[src/design/ucds_pkg.sv]
`timescale 1ns / 1ps

package ucds_pkg;

    // utf-8 lead byte classes
    localparam logic [7:0] ASCII_LIMIT = 8'h80;
    localparam logic [7:0] LEAD2_MASK  = 8'hE0;
    localparam logic [7:0] LEAD2_CODE  = 8'hC0;
    localparam logic [7:0] LEAD3_MASK  = 8'hF0;
    localparam logic [7:0] LEAD3_CODE  = 8'hE0;

    // payload masks for code point assembly
    localparam logic [7:0] LEAD2_BITS  = 8'h1F;
    localparam logic [7:0] LEAD3_BITS  = 8'h0F;
    localparam logic [7:0] CONT_BITS   = 8'h3F;

    // sequence lengths
    localparam logic [1:0] LEN_NONE  = 2'd0;
    localparam logic [1:0] LEN_TWO   = 2'd2;
    localparam logic [1:0] LEN_THREE = 2'd3;

    // plain letter for a czech accented code point, zero when not listed
    function automatic logic [7:0] f_strip(input logic [15:0] cp);
        logic [7:0] letter;
        begin
            case (cp)
                16'h00E1: letter = "a";
                16'h010D: letter = "c";
                16'h0159: letter = "r";
                16'h00E9: letter = "e";
                16'h00ED: letter = "i";
                16'h011B: letter = "e";
                16'h0161: letter = "s";
                16'h0165: letter = "t";
                16'h017E: letter = "z";
                16'h010F: letter = "d";
                16'h00F3: letter = "o";
                16'h016F: letter = "u";
                16'h00FD: letter = "y";
                16'h00C1: letter = "A";
                16'h010C: letter = "C";
                16'h0158: letter = "R";
                16'h00C9: letter = "E";
                16'h00CD: letter = "I";
                16'h011A: letter = "E";
                16'h0160: letter = "S";
                16'h0164: letter = "T";
                16'h017D: letter = "Z";
                16'h010E: letter = "D";
                16'h0147: letter = "N";
                16'h00D3: letter = "O";
                16'h00DA: letter = "U";
                16'h016E: letter = "U";
                16'h00DD: letter = "Y";
                default:  letter = 8'h00;
            endcase
            return letter;
        end
    endfunction

endpackage

[src/design/utf8_czech_diacritic_stripper_core.sv]
`timescale 1ns / 1ps
// path: an input byte is first taken into the input register and then decoded into the
// result register, from which its results transfer
// throughput: one input byte per cycle while each byte yields at most one result and the
// output is ready; a run of result bytes holds the result register until it drains
// reset: synchronous active-low i_rst_n empties both registers and closes any open sequence
module utf8_czech_diacritic_stripper_core
    import ucds_pkg::*;
(
    input  logic       i_clk,
    input  logic       i_rst_n,
    input  logic       s_axis_tvalid,
    output logic       s_axis_tready,
    input  logic [7:0] s_axis_tdata,   // [7:0] text_byte
    input  logic       s_axis_tlast,   // end_of_text
    output logic       m_axis_tvalid,
    input  logic       m_axis_tready,
    output logic [7:0] m_axis_tdata,   // [7:0] out_byte
    output logic       m_axis_tlast    // last_of_run
);

    // input register
    logic       r_in_vld;
    logic [7:0] r_in_byte;
    logic       r_in_last;

    // open sequence state
    logic [7:0] r_held [2];
    logic [1:0] r_hc;
    logic [1:0] r_exp;
    logic [7:0] n_held [2];
    logic [1:0] n_hc;
    logic [1:0] n_exp;

    // result register
    logic       r_out_vld;
    logic [7:0] r_ob [3];
    logic [1:0] r_ocnt;
    logic [1:0] r_oidx;
    logic [7:0] n_ob [3];
    logic [1:0] n_ocnt;

    logic out_free;
    logic consume;
    logic out_xfer;

    // handshake
    assign m_axis_tvalid = r_out_vld;
    assign m_axis_tdata  = r_ob[r_oidx];
    assign m_axis_tlast  = (r_oidx == (r_ocnt - 2'd1));
    assign out_xfer      = r_out_vld && m_axis_tready;
    assign out_free      = !r_out_vld || (m_axis_tready && m_axis_tlast);
    assign consume       = r_in_vld && out_free;
    assign s_axis_tready = !r_in_vld || out_free;

    // input register load
    always_ff @(posedge i_clk) begin
        if (!i_rst_n) begin
            r_in_vld <= 1'b0;
        end else if (s_axis_tready) begin
            r_in_vld <= s_axis_tvalid;
        end
        if (s_axis_tready && s_axis_tvalid) begin
            r_in_byte <= s_axis_tdata;
            r_in_last <= s_axis_tlast;
        end
    end

    // decode one byte against the open sequence
    always_comb begin
        logic        open_seq;
        logic        is_lead2;
        logic        is_lead3;
        logic [7:0]  s0;
        logic [7:0]  s1;
        logic [7:0]  s2;
        logic [15:0] cp;
        logic [7:0]  letter;
        logic [7:0]  stray;
        open_seq = ((r_hc == 2'd1) || (r_hc == 2'd2)) &&
                   ((r_exp == LEN_TWO) || (r_exp == LEN_THREE));
        is_lead2 = (r_in_byte & LEAD2_MASK) == LEAD2_CODE;
        is_lead3 = (r_in_byte & LEAD3_MASK) == LEAD3_CODE;
        s0 = r_held[0];
        s1 = (r_hc == 2'd1) ? r_in_byte : r_held[1];
        s2 = r_in_byte;
        if (r_exp == LEN_TWO) begin
            cp = {5'd0, s0[4:0] & LEAD2_BITS[4:0], s1[5:0] & CONT_BITS[5:0]};
        end else begin
            cp = {s0[3:0] & LEAD3_BITS[3:0], s1[5:0] & CONT_BITS[5:0],
                  s2[5:0] & CONT_BITS[5:0]};
        end
        letter = f_strip(cp);
        stray  = f_strip({8'h00, r_in_byte});

        n_held = r_held;
        n_hc   = r_hc;
        n_exp  = r_exp;
        n_ob[0] = r_in_byte;
        n_ob[1] = s1;
        n_ob[2] = s2;
        n_ocnt  = 2'd0;

        if (!open_seq) begin
            n_hc  = 2'd0;
            n_exp = LEN_NONE;
            if (r_in_byte < ASCII_LIMIT) begin
                n_ocnt = 2'd1;
            end else if (is_lead2 || is_lead3) begin
                if (r_in_last) begin
                    n_ocnt = 2'd1;
                end else begin
                    n_held[0] = r_in_byte;
                    n_hc      = 2'd1;
                    n_exp     = is_lead2 ? LEN_TWO : LEN_THREE;
                end
            end else begin
                n_ocnt  = 2'd1;
                n_ob[0] = (stray != 8'h00) ? stray : r_in_byte;
            end
        end else if ((r_hc + 2'd1) == r_exp) begin
            // sequence complete
            n_hc  = 2'd0;
            n_exp = LEN_NONE;
            if (letter != 8'h00) begin
                n_ob[0] = letter;
                n_ocnt  = 2'd1;
            end else begin
                n_ob[0] = s0;
                n_ocnt  = r_exp;
            end
        end else if (r_in_last) begin
            // flush an incomplete sequence
            n_hc    = 2'd0;
            n_exp   = LEN_NONE;
            n_ob[0] = s0;
            n_ocnt  = r_hc + 2'd1;
        end else begin
            n_held[r_hc[0]] = r_in_byte;
            n_hc            = r_hc + 2'd1;
        end
    end

    // sequence state update
    always_ff @(posedge i_clk) begin
        if (!i_rst_n) begin
            r_hc  <= 2'd0;
            r_exp <= LEN_NONE;
        end else if (consume) begin
            r_hc  <= n_hc;
            r_exp <= n_exp;
        end
        if (consume) begin
            r_held <= n_held;
        end
    end

    // result register, drained one byte per transfer
    always_ff @(posedge i_clk) begin
        if (!i_rst_n) begin
            r_out_vld <= 1'b0;
            r_oidx    <= 2'd0;
            r_ocnt    <= 2'd0;
        end else if (consume && (n_ocnt != 2'd0)) begin
            r_out_vld <= 1'b1;
            r_oidx    <= 2'd0;
            r_ocnt    <= n_ocnt;
        end else if (out_xfer) begin
            if (m_axis_tlast) begin
                r_out_vld <= 1'b0;
            end else begin
                r_oidx <= r_oidx + 2'd1;
            end
        end
        if (consume && (n_ocnt != 2'd0)) begin
            r_ob <= n_ob;
        end
    end

`ifndef SYNTH
    // a valid result register always points inside its run
    a_run_index: assert property (@(posedge i_clk) disable iff (!i_rst_n)
        r_out_vld |-> ((r_ocnt != 2'd0) && (r_oidx < r_ocnt)))
        else $error("result index outside run");

    // an open sequence never holds as many bytes as it needs
    a_held_bound: assert property (@(posedge i_clk) disable iff (!i_rst_n)
        (r_hc != 2'd0) |-> ((r_hc < r_exp) && (r_exp != LEN_NONE)))
        else $error("held count not below expected length");

    // a run continues after a transfer that is not its last
    a_run_continues: assert property (@(posedge i_clk) disable iff (!i_rst_n)
        (out_xfer && !m_axis_tlast) |=> m_axis_tvalid)
        else $error("run cut short");

    // a stalled input byte stays in the input register
    a_in_hold: assert property (@(posedge i_clk) disable iff (!i_rst_n)
        (r_in_vld && !consume) |=> (r_in_vld && $stable(r_in_byte)))
        else $error("input byte lost while stalled");
`endif

endmodule
[config.mk]
export PLATFORM = sky130hd
export DESIGN_NAME = utf8_czech_diacritic_stripper_core
export DESIGN_NICKNAME = d
export VERILOG_FILES = /design/src/design/ucds_pkg.sv /design/src/design/utf8_czech_diacritic_stripper_core.sv
export SDC_FILE = /design/constraint.sdc
export NUM_CORES = 1
export LEC_CHECK = 0
export BUFFER_PORTS_ARGS = -buffer_cell sky130_fd_sc_hd__clkbuf_2
export CORE_MARGIN = 2
export CORE_UTILIZATION = 35
export DETAILED_ROUTE_END_ITERATION = 8
export PLACE_DENSITY = 0.51
export SLEW_MARGIN = 0
export SYNTH_ARGS = -nofsm -noshare
export SYNTH_HDL_FRONTEND = slang
export SYNTH_SLANG_ARGS = --single-unit
[constraint.sdc]
create_clock -name i_clk -period 5.2 [get_ports i_clk]
set_clock_uncertainty 0.15 [all_clocks]
set_input_delay 0.78 -clock i_clk [delete_from_list [all_inputs] [get_ports i_clk]]
set_output_delay 0.78 -clock i_clk [all_outputs]
set_load 0.02 [all_outputs]
==> impl_metrics.py <==
metrics = {
    "synthesis": {
        "postSynthCellCount": 419,
        "synth_top_cell_by_area": "edfxtp_1",
        "synth-edff-count": 49,
        "synth_top_area_share_pct": 36.8,
        "synthTopCellsByCount": "nand2_1 (51), edfxtp_1 (49), nor2_1 (41)",
        "synth-seq-cells": 59,
        "synth.most_common_cell": "nand2_1",
        "ys_types": 79,
        "yosys-top-cells-area": "edfxtp_1 (37%), dfxtp_1 (5.0%), nand2_1 (4.8%)",
        "yosysSeqAreaShare_pct": 41.8,
        "synth-async-reset-ratio_pct": 0,
        "synthFlopType": "edfxtp_1",
        "netlist_area_mm2": 0.00400,
        "synth_nets": 433,
        "avgSynthCellArea_um2": 9.54,
        "yosysWarnings": 0,
    },
    "setup_path": {
        "r2r.worst_path.cells": 11,
        "r2r_slack_ns": 0.44,
        "cp_top_family": "simple AND/OR/NAND/NOR gates",
        "cp.depth": 11,
        "cp_max_fo": 24,
        "critPathLaunchType": "flop",
        "reg2reg_from": "r_hc[0]",
        "rr_endpoint": "r_ob[3]",
        "cp_cell_sequence": "ha_1, or3b_1, nor4_1, o21ai_0, a21oi_1, o31a_1, or4_4, o41a_1, or2_4, nand2_1, buf_4",
        "critPathRequiredTime_ns": 5.04,
        "worst_path_max_delay_cell": "or3b_1",
        "critical_path_arrival_ns": 4.60,
        "critPathMaxStageDelay_ns": 0.66,
        "path_class": "reg2reg",
        "worst-path-buf-inv": 1,
        "critical_path.endpoint_type": "flop",
    },
    "hold_path": {
        "hold_start": "r_hc[1]",
        "holdPathStages": 2,
        "min-delay-path-class": "reg2reg",
        "worstHoldEndpoint": "r_hc[1]",
    },
    "timing": {
        "fin_tns_setup_ns": 0,
        "setup_viol": 0,
        "post-route-period-util_pct": 91.5,
        "hold_viol": 0,
        "worst_pin_slew_ns": 1.08,
        "finalCriticalPeriod_ns": 4.76,
        "maxSlewHeadroom_pct": 28.2,
        "rsz0062_at_grt": "false",
        "timing.fmax_ghz": 0.210,
        "drv_slew": 0,
    },
    "grt": {
        "antenna_found_initial": 0,
        "grt.total_usage_pct": 20.2,
        "grt_pass1_wl_um": 19400,
        "grt_max_degree": 25,
        "grt_overflow": 0,
        "first_global_vias": 3428,
    },
    "clock_network": {
        "clk_latency_ns": 0.33,
        "numCtsBuffers": 9,
        "clk_path_buf_depth": 2,
        "hold_buffers": 0,
        "htree_num_levels": 3,
        "post_cts_buffers": 0,
        "ctsResizeCount": 0,
        "clockRootBuffer": "clkbuf_16",
        "clk_pin_slew_ns": 0.06,
        "clock-sinks": 59,
        "cts_tree": "yes",
    },
    "place": {
        "gp_congestion": 0.906,
        "dp_hpwl_um": 8750,
        "io_buffers": 23,
        "dp_cells": 566,
    },
    "layout": {
        "fin_nets": 448,
        "final_layout_size_suffix_gt1_share_pct": 17.5,
        "n_antenna_cell": 0,
        "final_cells": 582,
        "area_growth_pct": 13.7,
        "fin_util_pct": 40.3,
    },
    "floorplanning": {
        "die_area_mm2": 0.0123,
        "rows": 39,
        "core_region_area_mm2": 0.0113,
        "die_w_um": 111,
        "start_util_pct": 35.5,
        "die_h_um": 111,
        "pin_count": 24,
    },
    "run": {
        "drv_cap": 0,
    },
    "outcome": {
        "status": "completed",
    },
    "routing": {
        "ant_nets": 0,
        "wire_per_inst_um": 20.9,
        "drt-vias-per-instance": 6.06,
        "drtPass1Iterations": 5,
        "drt_iter0_markers": 372,
        "drc": 0,
        "wirelength_um": 12100,
        "routed-via-count": 3529,
    },
    "power": {
        "ir_drop_mv": 0.216,
        "p_leak_nw": 1.58,
        "powerDensity_mw_per_mm2": 303,
    },
}
-- worst max path at each step --
stage	from	end	slack, ns
floorplan	r_hc[1]	r_ob[0]	1.03
global placement	r_hc[0]	r_ob[0]	0.59
detailed placement	r_hc[0]	r_ob[2]	0.53
CTS	r_hc[0]	r_ob[3]	0.52
global route	r_hc[0]	r_ob[3]	0.28
finish	r_hc[0]	r_ob[3]	0.44
-- where the power goes --
part / total (mW) / internal [mW] / switching, mW
logic: 0.162 / 0.0604 / 0.101
registers: 0.564 / 0.536 / 0.0272
clock network: 0.652 / 0.432 / 0.220
total: 1.38 / 1.03 / 0.348
-- worst min-delay path, stage by stage, from the launching register on --
cell	delay, ns
dfxtp_1	0.33
a21oi_1	0.06
nor2_1	0.07
-- layout make-up --
cell class                 instances  area (um2)
inverter                           9        33.8
tap                              143         179
clock inverter                     5        62.6
multi-input combinational        328        2180
timing repair buffer              27         145
clock buffer                      11         275
sequential                        59        1670
fill                            1107        6730
-- sequential cells by signal, summed over array words and instances, names as in the netlist --
name and flops:
m_axis_tvalid 1, r_exp 2, r_in_vld 1, r_oidx 2, r_hc 2, r_in_byte 8, r_ob 24, r_in_last 1
r_ocnt 2, r_held 16
-- metal layers --
metal / share of wire [%] / track usage, %
met1: 45 / 28.1
met2: 47 / 31.6
met3: 5.8 / 3.39
met4: 1.8 / 7.33
met5: 0 / 0
-- per-stage QoR --
stage	hold WS [ns]	power (mW)	setup WS (ns)	instance area, um2
floorplan	0.305	0.680	1.03	4000
global placement	0.322	0.733	0.590	4210
detailed placement	0.331	0.732	0.526	4210
CTS	0.346	1.39	0.522	4550
global route	0.391	1.43	0.279	4550
finish	0.346	1.38	0.443	4550
-- layout by cell type (no fill, tap or decap), types with 6 or more instances in the layout --
cell type   n
a21oi_1    18
a22o_1      9
and3_1      6
clkbuf_16  11
clkbuf_2   23
dfxtp_1    10
edfxtp_1   49
inv_1       8
mux2_2     13
mux2i_1    18
nand2_1    51
nand3_1    13
nand4b_1    6
nor2_1     41
nor2b_1     8
nor3_1     10
nor4_1      9
o21ai_0    28
-- cell families after synthesis --
| logic type | count (synthesis) | synth area share, % |
|---|---|---|
| fa+ha+maj | 1 | 0.313 |
| buf+inv | 32 | 3.69 |
| mux | 35 | 10.2 |
| compound gates | 103 | 18.2 |
| xor+xnor | 5 | 1.10 |
| simple gates | 184 | 24.7 |
| flops | 59 | 41.8 |
Note: power is estimated with default switching activity, not from simulation.
